`config.mk`:
```
export PLATFORM = sky130hd
export DESIGN_NAME = fftr_cell
export DESIGN_NICKNAME = d
export VERILOG_FILES = /design/src/hdl/assert_macros.svh /design/src/hdl/fftr_pkg.sv /design/src/hdl/fftr_cell.sv
export SDC_FILE = /design/constraint.sdc
export NUM_CORES = 1
export LEC_CHECK = 0
export BUFFER_PORTS_ARGS = -buffer_cell sky130_fd_sc_hd__buf_2
export CAP_MARGIN = 10
export CORE_MARGIN = 2
export CORE_UTILIZATION = 45
export DETAILED_ROUTE_END_ITERATION = 6
export PLACE_DENSITY = 0.81
export RECOVER_POWER = 50
export SETUP_SLACK_MARGIN = 0.05
export SLEW_MARGIN = 20
export SYNTH_ARGS = -nofsm -noshare
export SYNTH_HDL_FRONTEND = slang
export SYNTH_SLANG_ARGS = --single-unit
```
`constraint.sdc`:
```
create_clock -name clk -period 3.7 [get_ports clk]
set_input_delay 0.555 -clock clk [delete_from_list [all_inputs] [get_ports clk]]
set_output_delay 0.555 -clock clk [all_outputs]
set_load 0.02 [all_outputs]
```
`src/hdl/assert_macros.svh`:
```
// Assertion macros used by the flow tracker top level.
// Depends on nothing; expects clk and rst_n in the including scope.
`ifndef ASSERT_MACROS_SVH
`define ASSERT_MACROS_SVH
`ifndef ASSERT_OFF
`define ASSERT_ALWAYS(lbl, expr, msg) \
    lbl: assert property (@(posedge clk) disable iff (!rst_n) (expr)) else $error(msg);
`define ASSERT_IMPLIES(lbl, ante, cons, msg) \
    lbl: assert property (@(posedge clk) disable iff (!rst_n) (ante) |-> (cons)) \
        else $error(msg);
`else
`define ASSERT_ALWAYS(lbl, expr, msg)
`define ASSERT_IMPLIES(lbl, ante, cons, msg)
`endif
`endif

```
`src/hdl/fftr_pkg.sv`:
```
// Types and constants for the five-tuple flow tracker.
// No dependencies.
package fftr_pkg;

    localparam int DEF_FLOW_ENTRIES = 256;

    localparam logic [7:0] PROTO_TCP     = 8'd6;
    localparam logic [7:0] PROTO_UDP     = 8'd17;
    localparam logic [7:0] ETH_HDR_BYTES = 8'd14;
    localparam logic [7:0] UDP_HDR_BYTES = 8'd8;

    typedef enum logic [1:0] {
        KIND_SKIP = 2'd0,
        KIND_TCP  = 2'd1,
        KIND_UDP  = 2'd2
    } kind_t;

    typedef struct packed {
        logic [7:0]  ip_protocol;
        logic [3:0]  ip_header_words;
        logic [3:0]  tcp_data_offset;
        logic [31:0] source_address;
        logic [31:0] dest_address;
        logic [15:0] source_port_num;
        logic [15:0] dest_port_num;
        logic [15:0] frame_length;
    } in_t;

    typedef struct packed {
        logic [1:0]  packet_kind;
        logic        flow_is_new;
        logic        table_full;
        logic [7:0]  flow_slot;
        logic [15:0] payload_bytes;
        logic [31:0] total_packets;
        logic [31:0] tcp_packets;
        logic [31:0] udp_packets;
        logic [31:0] tcp_byte_total;
        logic [31:0] udp_byte_total;
        logic [8:0]  tcp_flows;
        logic [8:0]  udp_flows;
    } out_t;

    typedef struct packed {
        logic        udp;
        logic [31:0] saddr;
        logic [31:0] daddr;
        logic [31:0] ports;
    } flow_key_t;

    typedef struct packed {
        logic      vld;
        logic      tracked;
        flow_key_t key;
    } tok_t;

    typedef struct packed {
        logic hit;
        logic ins;
    } stat_t;

    typedef struct packed {
        logic [31:0] total;
        logic [31:0] tcp_pkts;
        logic [31:0] udp_pkts;
        logic [31:0] tcp_len_sum;
        logic [31:0] udp_len_sum;
    } cnt_t;

endpackage

```
`src/hdl/fftr_cell.sv`:
```
// One flow table cell: holds one stored 5-tuple, compares or inserts, passes the lookup on.
// Depends on fftr_pkg.
module fftr_cell #(
    parameter int IDX    = 0,
    parameter int CNT_W  = 9,
    parameter int SLOT_W = 8
) (
    input  logic              clk,
    input  logic              rst_n,
    input  logic [CNT_W-1:0]  flow_cnt,
    input  fftr_pkg::tok_t    tok_in,
    input  fftr_pkg::stat_t   stat_in,
    input  logic [SLOT_W-1:0] slot_in,
    output fftr_pkg::tok_t    tok_out,
    output fftr_pkg::stat_t   stat_out,
    output logic [SLOT_W-1:0] slot_out
);
    import fftr_pkg::*;

    logic              vld_reg, vld_next;
    tok_t              tok_reg, tok_next;
    stat_t             stat_reg, stat_next;
    logic [SLOT_W-1:0] slot_reg, slot_next;
    flow_key_t         entry_reg;
    logic              occupied, empty_here, match, pending, wr_en;

    always_comb
    begin
        occupied   = (CNT_W'(IDX) < flow_cnt);
        empty_here = (CNT_W'(IDX) == flow_cnt);
        match      = occupied && (entry_reg == tok_in.key);
        pending    = tok_in.vld && tok_in.tracked && !stat_in.hit && !stat_in.ins;
        wr_en      = pending && !match && empty_here;

        vld_next  = tok_in.vld;
        tok_next  = tok_in;
        stat_next = stat_in;
        slot_next = slot_in;
        if (pending && match)
        begin
            stat_next.hit = 1'b1;
            slot_next     = SLOT_W'(IDX);
        end
        else if (wr_en)
        begin
            stat_next.ins = 1'b1;
            slot_next     = SLOT_W'(IDX);
        end
    end

    always_ff @(posedge clk or negedge rst_n)
    begin
        if (!rst_n)
        begin
            vld_reg <= 1'b0;
        end
        else
        begin
            vld_reg <= vld_next;
        end
    end

    always_ff @(posedge clk)
    begin
        tok_reg  <= tok_next;
        stat_reg <= stat_next;
        slot_reg <= slot_next;
        if (wr_en)
        begin
            entry_reg <= tok_in.key;
        end
    end

    always_comb
    begin
        tok_out     = tok_reg;
        tok_out.vld = vld_reg;
        stat_out    = stat_reg;
        slot_out    = slot_reg;
    end

endmodule

```
==> impl_metrics.csv <==
group,metric,value,unit
critical_path,crit_fanout,97,
layout,antennaDiodeCount,0,
timing,worstMarginPinSlew,0.568,ns
floorplanning,io_pins,229,
job,maxCapViolCount,0,
cts,cts_buffer_depth,3,
cts,clock_sinks,206,
global_routing,first_global_vias,3733,
drt,drt-total-wl,12100,um
synth,yosysSeqAreaShare,80.7,%
layout,nNetsFinal,735,
critical_path,reg2reg_slack,1.60,ns
synth,yosys_warnings,0,
drt,wire_per_inst,14.9,um
power_and_ir_drop,p_per_area,576,mW/mm^2
synth,synth_top_area_share,46.1,%
global_routing,antenna_found_initial,0,
drt,vias,3735,
layout,final_cell_mix,"121 x buf_2, 116 x clkbuf_1, 108 x dfxtp_1",
timing,fin_setup_tns,0,ns
synth,synth_nets,483,
synth,netlist_instances,363,
timing,timing.final.crit_share,67.4,%
power_and_ir_drop,power,0.00474,W
floorplanning,core,0.0138,mm^2
critical_path,rr_worst_depth,5,
timing,holdWs,0.188,ns
timing,fmax,0.401,GHz
synth,ys_seq_elements,206,
timing,period_needed,2.49,ns
global_routing,grt_pass1_wl,17900,um
critical_path,worstReg2RegStart,"entry_reg[42]",
floorplanning,die_x,123,um
cts,postCtsResizedCells,0,
floorplanning,start_util,45.7,%
cts,cts_tree,"built",
drt,first_iter_violations,203,
timing,setup_violations,0,
critical_path,required,3.82,ns
global_routing,grt-busiest-layer,"met2",
drt,drtPass1Iterations,4,
floorplanning,die_area,0.0150,mm^2
cts,clk_pin_slew,0.06,ns
global_routing,grt_max_degree,98,
power_and_ir_drop,peakVddDrop,469,uV
layout,area.growth.synth_to_final,30.3,%
cts,cts_buffers,21,
layout,final_cells,810,
global_routing,use_met3,4.09,%
placement,placedCellCount,771,
placement,gp_congestion,0.730,
min_path,hold_depth,1,
synth,synth_area,0.00632,mm^2
layout,drive_gt1_share,24.3,%
global_routing,overflow,0,
min_path,hold_path_end,"tok_out[97]",
min_path,hp-start,"tok_in[97]",
critical_path,cp-start-kind,"input pin",
drt,vias_per_cell,4.61,
synth,synth_cell_types,19,
synth,yosys-top-cells-area,"edfxtp_1 46%, dfxtp_1 34%, xor2_1 13%",
timing,max_slew_margin,61.9,%
timing,rsz0062_at_grt,"no",
global_routing,met1_usage,18.8,%
power_and_ir_drop,leakage,3.25,nW
placement,portBuffers,228,
drt,drt.antenna.violating_nets,0,
floorplanning,dieHeight,123,um
synth,yosysTopAreaCell,"edfxtp_1",
status,status,"finished, final reports clean",
layout,final_common_cell,"buf_2",
min_path,min_path_type,"in -> reg",
timing,finalHoldViolations,0,
placement,hpwlAfterDp,8540,um
critical_path,cp.arrival,2.62,ns
cts,cts_max_level,1,
global_routing,met2_usage,25.8,%
cts,clockRootBuffer,"clkbuf_16",
floorplanning,rows,43,
critical_path,crit_path_end_kind,"register",
layout,largest_register_ffs,98,
drt,drc,0,
critical_path,path_class,"in -> reg",
timing,timing.final.max_slew_violations,0,
global_routing,grt_use_total,15.1,%
timing,skew,0.00705,ns
critical_path,r2r_end,"slot_out[6]",
synth,syn_avg_cell_area,17.4,um^2
cts,worstSkewPairLatency,0.49,ns
-- metrics by stage --
step / worst slack [ns] / util, % / instance area [um^2]
3_3_place_gp: 0.806 / 55.7 / 7700
4_1_cts: 1.25 / 60.6 / 8370
3_5_place_dp: 0.745 / 55.7 / 7700
5_1_grt: 0.981 / 59.6 / 8240
6_report: 1.21 / 59.6 / 8240
2_1_floorplan: 0.640 / - / 6330
-- logic make-up after synthesis --
logic type      after synthesis  share of synthesized area [%]
compound gates                9                          0.752
xor+xnor                     97                           13.4
flops                       206                           80.7
buf+inv                       2                          0.178
simple gates                 49                           4.97
-- where the power goes --
group          switching [W]  internal [W]  leakage (nW)
logic               0.000182      0.000100          1.14
registers          0.0000148       0.00245          1.79
clock network       0.000812       0.00119         0.319
total                0.00101       0.00373          3.25
-- repair_timing --
| item | in CTS | in global routing |
|---|---|---|
| hold buffers | 1 | 0 |
| hold endpoints to repair | 1 | 0 |
| setup buffers | 0 | 0 |
-- metal layers --
layer  routed length, um  vias up
li1                    -     1794
met2                5880      144
met3                 899       21
met4                 224        0
met5                   0        -
met1                5070     1776
-- critical path, cell delays in order --
cell,delay (ns)
buf_2,0.09
or4_1,0.50
nor4_1,0.42
nand2_1,0.36
clkinvlp_4,0.19
buf_12,0.39
-- worst max path at each step --
stage / start / to
after floorplan: flow_cnt[6] / entry_reg[0]
after global placement: flow_cnt[6] / entry_reg[34]
after detailed placement: flow_cnt[6] / entry_reg[45]
after CTS: flow_cnt[6] / entry_reg[41]
after global routing: flow_cnt[6] / entry_reg[44]
final: flow_cnt[6] / entry_reg[68]
-- cells in the mapped netlist --
library cell and n:
inv_1 1, nor4_4 2, xor2_1 94, a21oi_1 8, nand2b_1 1, a21o_1 1
nor4bb_1 1, buf_4 1, nor2_1 2, nand2_1 11, xnor2_1 3, or4_4 1
or3_1 1, dfxtp_1 108, or4_1 1, nor4_1 23, edfxtp_1 97, nand4_1 6
dfrtp_1 1
-- cell type report --
class | count | area [um^2]
Sequential cell | 206 | 5100
Timing Repair Buffer | 230 | 1040
Multi-Input combinational cell | 155 | 1210
Clock buffer | 32 | 598
Tap cell | 180 | 225
Clock inverter | 6 | 60.1
Inverter | 1 | 7.51
Fill cell | 1122 | 5590
(Power assumes the default switching activity.)
