**src/hdl/assert_macros.svh**
```systemverilog
// Assertion macros used by the flow tracker top level.
// Depends on nothing; expects clk and rst_n in the including scope.
`ifndef ASSERT_MACROS_SVH
`define ASSERT_MACROS_SVH
`ifndef ASSERT_OFF
`define ASSERT_ALWAYS(lbl, expr, msg) \
    lbl: assert property (@(posedge clk) disable iff (!rst_n) (expr)) else $error(msg);
`define ASSERT_IMPLIES(lbl, ante, cons, msg) \
    lbl: assert property (@(posedge clk) disable iff (!rst_n) (ante) |-> (cons)) \
        else $error(msg);
`else
`define ASSERT_ALWAYS(lbl, expr, msg)
`define ASSERT_IMPLIES(lbl, ante, cons, msg)
`endif
`endif

```
**src/hdl/fftr_pkg.sv**
```systemverilog
// Types and constants for the five-tuple flow tracker.
// No dependencies.
package fftr_pkg;

    localparam int DEF_FLOW_ENTRIES = 256;

    localparam logic [7:0] PROTO_TCP     = 8'd6;
    localparam logic [7:0] PROTO_UDP     = 8'd17;
    localparam logic [7:0] ETH_HDR_BYTES = 8'd14;
    localparam logic [7:0] UDP_HDR_BYTES = 8'd8;

    typedef enum logic [1:0] {
        KIND_SKIP = 2'd0,
        KIND_TCP  = 2'd1,
        KIND_UDP  = 2'd2
    } kind_t;

    typedef struct packed {
        logic [7:0]  ip_protocol;
        logic [3:0]  ip_header_words;
        logic [3:0]  tcp_data_offset;
        logic [31:0] source_address;
        logic [31:0] dest_address;
        logic [15:0] source_port_num;
        logic [15:0] dest_port_num;
        logic [15:0] frame_length;
    } in_t;

    typedef struct packed {
        logic [1:0]  packet_kind;
        logic        flow_is_new;
        logic        table_full;
        logic [7:0]  flow_slot;
        logic [15:0] payload_bytes;
        logic [31:0] total_packets;
        logic [31:0] tcp_packets;
        logic [31:0] udp_packets;
        logic [31:0] tcp_byte_total;
        logic [31:0] udp_byte_total;
        logic [8:0]  tcp_flows;
        logic [8:0]  udp_flows;
    } out_t;

    typedef struct packed {
        logic        udp;
        logic [31:0] saddr;
        logic [31:0] daddr;
        logic [31:0] ports;
    } flow_key_t;

    typedef struct packed {
        logic      vld;
        logic      tracked;
        flow_key_t key;
    } tok_t;

    typedef struct packed {
        logic hit;
        logic ins;
    } stat_t;

    typedef struct packed {
        logic [31:0] total;
        logic [31:0] tcp_pkts;
        logic [31:0] udp_pkts;
        logic [31:0] tcp_len_sum;
        logic [31:0] udp_len_sum;
    } cnt_t;

endpackage

```
**src/hdl/fftr_front.sv**
```systemverilog
// Input stage: classifies the packet, computes payload length, keeps packet counters.
// Depends on fftr_pkg.
module fftr_front (
    input  logic           clk,
    input  logic           rst_n,
    input  logic           accept,
    input  fftr_pkg::in_t  pkt,
    output fftr_pkg::tok_t tok,
    output fftr_pkg::kind_t kind,
    output logic [15:0]    payload,
    output fftr_pkg::cnt_t cnt
);
    import fftr_pkg::*;

    logic        vld_reg, vld_next;
    tok_t        tok_reg, tok_next;
    kind_t       kind_reg, kind_next;
    logic [15:0] payload_reg, payload_next;
    cnt_t        cnt_reg, cnt_next;
    logic        is_tcp, is_udp;
    logic [7:0]  hdr_len;

    always_comb
    begin
        is_tcp  = (pkt.ip_protocol == PROTO_TCP);
        is_udp  = (pkt.ip_protocol == PROTO_UDP);
        hdr_len = ETH_HDR_BYTES + {2'b00, pkt.ip_header_words, 2'b00}
                + (is_udp ? UDP_HDR_BYTES : {2'b00, pkt.tcp_data_offset, 2'b00});

        vld_next             = accept;
        tok_next.vld         = accept;
        tok_next.tracked     = is_tcp || is_udp;
        tok_next.key.udp     = is_udp;
        tok_next.key.saddr   = pkt.source_address;
        tok_next.key.daddr   = pkt.dest_address;
        tok_next.key.ports   = {pkt.source_port_num, pkt.dest_port_num};

        kind_next    = is_udp ? KIND_UDP : (is_tcp ? KIND_TCP : KIND_SKIP);
        payload_next = '0;
        if ((is_tcp || is_udp) && (pkt.frame_length > 16'(hdr_len)))
        begin
            payload_next = pkt.frame_length - 16'(hdr_len);
        end

        cnt_next = cnt_reg;
        cnt_next.total = cnt_reg.total + 32'd1;
        if (is_tcp)
        begin
            cnt_next.tcp_pkts    = cnt_reg.tcp_pkts + 32'd1;
            cnt_next.tcp_len_sum = cnt_reg.tcp_len_sum + 32'(pkt.frame_length);
        end
        if (is_udp)
        begin
            cnt_next.udp_pkts    = cnt_reg.udp_pkts + 32'd1;
            cnt_next.udp_len_sum = cnt_reg.udp_len_sum + 32'(pkt.frame_length);
        end
    end

    always_ff @(posedge clk or negedge rst_n)
    begin
        if (!rst_n)
        begin
            vld_reg <= 1'b0;
            cnt_reg <= '0;
        end
        else
        begin
            vld_reg <= vld_next;
            if (accept)
            begin
                cnt_reg <= cnt_next;
            end
        end
    end

    always_ff @(posedge clk)
    begin
        if (accept)
        begin
            tok_reg     <= tok_next;
            kind_reg    <= kind_next;
            payload_reg <= payload_next;
        end
    end

    always_comb
    begin
        tok         = tok_reg;
        tok.vld     = vld_reg;
        kind        = kind_reg;
        payload     = payload_reg;
        cnt         = cnt_reg;
    end

endmodule

```
**config.mk**
```make
export PLATFORM = sky130hd
export DESIGN_NAME = fftr_front
export DESIGN_NICKNAME = d
export VERILOG_FILES = /design/src/hdl/assert_macros.svh /design/src/hdl/fftr_pkg.sv /design/src/hdl/fftr_front.sv
export SDC_FILE = /design/constraint.sdc
export NUM_CORES = 1
export LEC_CHECK = 0
export BUFFER_PORTS_ARGS = -buffer_cell sky130_fd_sc_hd__buf_2
export CAP_MARGIN = 20
export CORE_ASPECT_RATIO = 1.75
export CORE_MARGIN = 8
export CORE_UTILIZATION = 46
export DETAILED_ROUTE_END_ITERATION = 10
export PLACE_DENSITY = 0.76
export SLEW_MARGIN = 10
export SYNTH_ARGS = -nofsm -noshare
export SYNTH_HDL_FRONTEND = slang
export SYNTH_SLANG_ARGS = --single-unit
export TNS_END_PERCENT = 5
```
**constraint.sdc**
```tcl
create_clock -name clk -period 2.3 [get_ports clk]
set_input_delay 0.23 -clock clk [delete_from_list [all_inputs] [get_ports clk]]
set_output_delay 0.23 -clock clk [all_outputs]
set_load 0.03 [all_outputs]
```
==> results of run 1 <==
==> critical path: cells and delay by family <==
family,cells,cell delay (ns)
adders and majority gates,4,1.05
and+or+nand+nor,6,0.83
buffers and inverters,5,0.55
AOI/OAI and AO/OA,4,0.75
==> stage by stage <==
| stage | area (µm²) | utilization [%] | power, mW | setup WS [ns] |
|---|---|---|---|---|
| final | 18190 | 66.82 | 11.99 | -0.8444 |
| after global routing | 18190 | 66.82 | 12.42 | -0.9921 |
| after CTS | 18070 | 66.36 | 11.98 | -0.8196 |
| after detailed placement | 16100 | 59.13 | 7.720 | -1.425 |
| after global placement | 16100 | 59.13 | 7.657 | -1.343 |
| after floorplan | 12730 | - | 6.787 | -1.208 |
==> worst paths after layout <==
check / from / to / slack, ns / cells after the start
min reg2reg: cnt[159] / cnt[159] / 0.46 / 1
min in group asynchronous: rst_n / cnt[138] / 0.24 / 2
max: pkt[125] / payload[14] / -0.84 / 19
min: pkt[0] / cnt[0] / 0.07 / 4
max reg2reg: cnt[0] / cnt[22] / -0.09 / 10
max in group asynchronous: rst_n / cnt[75] / 1.35 / 3
==> layer usage <==
layer,global-route usage [%],up-vias,wire (µm)
met5,0,-,0
met4,14.69,0,2690
met3,6.091,130,3546
met2,47.73,500,23130
met1,25.78,5339,15030
li1,-,5038,-
==> cells by family after synthesis <==
family / share of synthesized area (%)
compound gates: 7.878
simple gates: 14.27
mux: 0.08895
flops: 59.35
fa+ha+maj: 5.575
buf+inv: 1.562
xor+xnor: 11.28
==> cell usage in the layout, fill, tap and decap left out, types with 8 or more instances in the layout <==
cell type	count
nor2_1	67
a21oi_1	27
nand4_1	30
buf_2	403
a21o_1	15
and3_1	29
clkbuf_16	26
xor2_1	51
ha_1	42
dlygate4sd3_1	97
xnor2_1	111
nand3_1	49
ha_4	8
inv_1	23
buf_4	125
dfrtp_1	161
edfxtp_1	116
o21ai_0	43
nand2_1	127
==> layout make-up <==
class | count | area share, %
clock buffer | 30 | 3.597
timing repair buffer | 634 | 22.43
tap | 369 | 2.538
antenna | 3 | 0.04127
clock inverter | 15 | 0.7084
sequential | 277 | 41.30
inverter | 25 | 0.5159
multi-input combinational | 737 | 28.87
==> power by group <==
part / internal, mW / switching [mW] / leakage, nW
combinational: 0.913 / 1.38 / 5.10
sequential: 5.42 / 0.160 / 3.34
clock: 2.25 / 1.86 / 0.372
==> Yosys cell counts, drive strengths merged (12+ instances only) <==
| master | n | area (µm²) |
|---|---|---|
| nor2 | 72 | 277.8 |
| a21oi | 35 | 190.2 |
| nand2 | 131 | 494.2 |
| xor2 | 51 | 446.7 |
| inv | 25 | 93.84 |
| ha | 50 | 625.6 |
| and3 | 29 | 181.4 |
| nand4 | 30 | 187.7 |
| a21o | 15 | 112.6 |
| edfxtp | 116 | 3483 |
| xnor2 | 112 | 980.9 |
| nand3 | 49 | 245.2 |
| dfrtp | 161 | 4029 |
| o21ai | 52 | 264.0 |
| clkbuf | 12 | 45.04 |
==> repair_timing <==
| action | 4_1_cts | 5_1_grt |
|---|---|---|
| pin swaps | 28 | 6 |
| hold buffers | 97 | 0 |
| endpoints found under the hold margin | 147 | 0 |
| gates cloned | 1 | 0 |
| setup endpoints to repair | 50 | 58 |
| gates resized for setup | 35 | 24 |
| setup buffers | 4 | 3 |
==> results by group, run 1 <==
Hold path
  • Hold WC Path Type: input pin to flop

Job
  • Max Cap Viol: 0

Timing
  • Crit path time final: 3.144 ns
  • Hold WS: 0.07031 ns
  • Slew margin rel.: 54.97%
  • Final Hold Vio Count: 0
  • Slew @ Worst Pin: 0.6754 ns
  • Final clock skew: 0.01209 ns
  • Fin Setup TNS: -13.91 ns
  • # setup viols final: 27
  • Final Max Tran Viols: 0
  • F_max: 0.3180 GHz
  • Final period utilization: 136.7%
  • Setup ws final: -0.8444 ns
  • RSZ-0062 raised after global routing: yes

Placed design
  • Placed Instances: 1937
  • HPWL after DPL: 31990 µm
  • Routability Congestion: 0.9247
  • Input/output buffers: 407

Synth
  • Syn Inst Count: 1060
  • FF+latch count, synth: 277
  • Synthesized area: 12660 µm²
  • Register area share after synthesis: 59.35%
  • Yosys Warn Count: 0
  • Post-Syn Area per Cell: 11.94 µm²
  • EDFF count, synth: 116
  • Cell variety after synth: 60
  • Asr flop ratio synth: 58.12%
  • Synth Flop Type: dfrtp_1
  • Syn_nets: 1245

Global routing
  • All-layer global routing usage: 25.86%
  • Number of global-route vias before repair: 11691
  • Largest net degree at the start of global routing: 115
  • Initial antenna violation count: 3
  • Total grt overflow: 0
  • First-pass GRT wire length: 67160 µm

Floorplan
  • Initial core utilization: 46.49%
  • DIE AREA: 33290 µm²
  • Core Box Area: 27230 µm²
  • # IOs: 408
  • Die Y: 235.4 µm
  • DIE WIDTH: 141.4 µm
  • Std-Cell Rows: 80

Cells and area
  • Area delta synth->final: 43.71%
  • Area of the multi-input gates: 5253 µm²
  • Sequential cell area: 7512 µm²
  • Proportion of layout cells with a drive suffix above 1: 37.02%
  • Fin cells: 2090
  • Max reg flops: 160
  • FILL cells: 2054
  • Final nets: 1885

Clock network
  • CTS tree: yes
  • Root Buffer: clkbuf_16
  • Htree depth: 1
  • Clock Tree Buf Depth: 3
  • Sink Count: 277
  • CTS Buf Count: 25
  • Reg clk slew, reported paths: 0.07 ns
  • Clock latency on the worst-skew pair: 0.53 ns

Drt
  • Routed Antenna Nets: 0
  • Drt first pass iters: 5
  • Drc violations: 0
  • DRT iter0 DRCs: 560
  • Routed WL per cell: 21.24 µm
  • Post-Route WL: 44400 µm
  • Vias per Instance: 5.267
  • Via count: 11007

Critical path
  • Data required time at the worst endpoint: 2.58 ns
  • Cell-by-cell trace of the critical path: buf_8 -> nor4_4 -> nand2_4 -> inv_2 -> nor2_2 -> ha_1 -> inv_2 -> ha_4 -> fa_2 -> a21o_1 -> nand2_2 -> ha_4 -> nand4_1 -> o221ai_2 -> o21a_1 -> o41ai_4 -> buf_4 -> clkbuf_16 -> nor2_1
  • CP Data Arrival Time: 3.42 ns
  • CP max FO: 8
  • Crit end category: flop
  • Worst path slowest cell: fa_2
  • WS Path Type: input pin to flop
  • Max incr delay on CP: 0.38 ns
  • Startpoint Class: input pin

Outcome
  • Failing checks: negative setup slack
  • Run status: complete, but fails checks

Power
  • Peak VDD IR: 0.0006747 V
  • Cell Pwr Density: 659.1 nW/µm²
  • Leakage Power: 8.815 nW
No activity file was read; power rests on OpenSTA's default activity.
==> run 2, diff against run 1 <==
--- a/config.mk
+++ b/config.mk
@@ -7,11 +7,13 @@
 export LEC_CHECK = 0
 export BUFFER_PORTS_ARGS = -buffer_cell sky130_fd_sc_hd__buf_2
 export CAP_MARGIN = 20
+export CELL_PAD_IN_SITES_DETAIL_PLACEMENT = 0
+export CELL_PAD_IN_SITES_GLOBAL_PLACEMENT = 1
 export CORE_ASPECT_RATIO = 1.75
 export CORE_MARGIN = 8
-export CORE_UTILIZATION = 46
+export CORE_UTILIZATION = 36
 export DETAILED_ROUTE_END_ITERATION = 10
-export PLACE_DENSITY = 0.76
+export PLACE_DENSITY_LB_ADDON = 0.1
 export SLEW_MARGIN = 10
 export SYNTH_ARGS = -nofsm -noshare
 export SYNTH_HDL_FRONTEND = slang
==> run 2 against run 1 <==
Critical endpoint is now payload[15]. The run still ends with negative setup slack left. Combinational power fell by 2%. Via count fell by 4.5%. First-iteration DRC count fell by 42%. Register-to-register slack got worse by 0.11 ns. Non-clock buffer count rose by 3. Utilization fell by 14 points. Global-route usage fell by 5.5 points. Final cell count rose by 4.9%. Flip-flop and latch count did not move. Clock skew barely moved. Final area rose by 1.5%.
==> results by group, run 2 (synthesized netlist as in run 1, its figures left out) <==
Timing
  • Final Max Tran Viols: 0 (unchanged)
  • Slew @ Worst Pin: 0.5630 ns (-0.1125 ns)
  • Hold WS: 0.09393 ns (+0.02363 ns)
  • Setup ws final: -0.7448 ns (+0.09967 ns)
  • Final period utilization: 132.4% (-4.3 points)
  • Fin Setup TNS: -12.55 ns (+1.355 ns)
  • RSZ-0062 raised after global routing: yes
  • Final clock skew: 0.01161 ns (-0.0004764 ns)
  • F_max: 0.3284 GHz (+3.3%)
  • Slew margin rel.: 62.47% (+7.5 points)
  • Final Hold Vio Count: 0 (unchanged)
  • Crit path time final: 3.045 ns (-0.09967 ns)
  • # setup viols final: 29 (+7.4%)

Clock network
  • CTS tree: yes
  • Root Buffer: clkbuf_16
  • CTS Buf Count: 28 (+12%)
  • Clock Tree Buf Depth: 3 (unchanged)
  • Htree depth: 1 (unchanged)
  • Clock latency on the worst-skew pair: 0.55 ns (+0.02 ns)
  • Sink Count: 277 (unchanged)
  • Reg clk slew, reported paths: 0.06 ns (about the same)

Drt
  • Routed Antenna Nets: 0 (unchanged)
  • DRT iter0 DRCs: 326 (-42%)
  • Routed WL per cell: 19.61 µm (-7.7%)
  • Vias per Instance: 4.794 (-9.0%)
  • Drc violations: 0 (unchanged)
  • Post-Route WL: 43010 µm (-3.1%)
  • Drt first pass iters: 4 (-1)
  • Via count: 10513 (-4.5%)

Power
  • Pwr Total: 12.57 mW (+4.8%)
  • Leakage Power: 8.910 nW (+1.1%)
  • Peak VDD IR: 0.0006205 V (-8.0%)
  • Cell Pwr Density: 680.9 nW/µm² (+3.3%)

Job
  • Max Cap Viol: 0 (unchanged)

Placed design
  • Placed Instance Area: 16270 µm² (+1.1%)
  • HPWL after DPL: 33330 µm (+4.2%)
  • Input/output buffers: 407 (unchanged)
  • Routability Congestion: 0.8252 (-11%)
  • Placed Instances: 2038 (+5.2%)
  • Dpl ws: -1.514 ns (-0.08920 ns)

Floorplan
  • DIE WIDTH: 157.8 µm (+12%)
  • Die Y: 264.1 µm (+12%)
  • # IOs: 408 (unchanged)
  • Core Box Area: 34950 µm² (+28%)
  • Std-Cell Rows: 91 (+14%)
  • DIE AREA: 41660 µm² (+25%)
  • Initial core utilization: 36.21% (-10 points)

Global routing
  • Initial antenna violation count: 0 (-3)
  • First-pass GRT wire length: 65160 µm (-3.0%)
  • All-layer global routing usage: 20.32% (-5.5 points)
  • Total grt overflow: 0 (unchanged)
  • Number of global-route vias before repair: 11208 (-4.1%)
  • Largest net degree at the start of global routing: 99 (-14%)

Cells and area
  • Final nets: 1891 (+0.32%)
  • Fin area: 18460 µm² (+1.5%)
  • Proportion of layout cells with a drive suffix above 1: 37.38% (+0.36 points)
  • Fin cells: 2193 (+4.9%)
  • Area of the multi-input gates: 5205 µm² (-0.91%)
  • Max reg flops: 160 (unchanged)
  • FILL cells: 3142 (+53%)
  • Area delta synth->final: 45.84%
  • Finished Core Util: 52.82% (-14 points)
  • Ant diodes: 0 (-3)
  • Sequential cell area: 7512 µm² (unchanged)
  • Most common cell after layout, fill and taps aside: buf_2
  • Most frequent cells in the layout: buf_2 (403), dfrtp_1 (161), buf_4 (128)

Hold path
  • Hold WC Path Type: input pin to flop

Critical path
  • Delay-heaviest family, CP: simple AND/OR/NAND/NOR gates
  • Worst Path Buf+Inv: 2 (-3)
  • Crit end category: flop
  • Max incr delay on CP: 0.36 ns (-0.02 ns)
  • WS Path Type: input pin to flop
  • Worst path slowest cell: nor4_4
  • CP Data Arrival Time: 3.35 ns (-0.07 ns)
  • Cell-by-cell trace of the critical path: buf_6 -> nor4_4 -> nand2_4 -> and2_4 -> ha_4 -> ha_1 -> a21o_1 -> a21oi_2 -> xor2_1 -> ha_1 -> buf_4 -> a21o_1 -> a21oi_2 -> o211ai_1 -> nor3_2 -> xnor2_1 -> nor2_1
  • CP max FO: 5 (-3)
  • Startpoint Class: input pin
  • Data required time at the worst endpoint: 2.60 ns (+0.02 ns)

Outcome
  • Failing checks: negative setup slack
  • Run status: complete, but fails checks
==> run 2: where the power goes <==
part | internal (mW) | switching [mW] | total, mW
Combinational | 0.902 | 1.33 | 2.24
Sequential | 5.43 | 0.154 | 5.58
Clock | 2.76 | 2.00 | 4.76
==> run 2: repair_timing <==
item / CTS / global route
endpoints found under the hold margin: 144 / 0
setup endpoints to repair: 47 / 55
gates cloned: 1 / 0
hold buffers: 97 / 0
buffers inserted: 4 / 1
resized for setup: 33 / 18
pin swaps: 22 / 6
==> run 2: layout make-up <==
type	instances	share of cell area, %
inverter	25	0.5083
clock buffer	34	4.202
sequential	277	40.69
clock inverter	18	1.003
timing repair buffer	637	22.25
tap	465	3.151
multi-input combinational	737	28.19
==> run 2: worst reg2reg max path, cell delays in order (launching register included) <==
cell	delay [ns]
dfrtp_1	0.36
ha_2	0.20
inv_2	0.04
fa_2	0.36
nor2b_2	0.15
o31a_1	0.20
a41oi_2	0.18
o31a_4	0.37
o21ai_4	0.20
nand4_1	0.16
xnor2_1	0.16
==> run 2: routing by layer <==
metal / up-vias / track usage [%] / part of all wire [%] / wire [µm]
met5: - / 0 / 0 / 0
met4: 0 / 7.726 / 3.4 / 1465
met3: 65 / 3.616 / 6.7 / 2894
met2: 360 / 40.85 / 56 / 24290
met1: 5038 / 19.44 / 33 / 14370
li1: 5050 / - / - / -
==> run 2: final timing paths <==
path	slack, ns	depth (start not counted)	to	startpoint
max in group asynchronous	1.35	3	cnt[117]	rst_n
worst max register to register	-0.20	10	cnt[28]	cnt[0]
worst min register to register	0.47	1	cnt[63]	cnt[63]
worst max-delay path	-0.74	17	payload[15]	pkt[125]
min in group asynchronous	0.21	2	cnt[7]	rst_n
worst min-delay path	0.09	1	tok[96]	accept
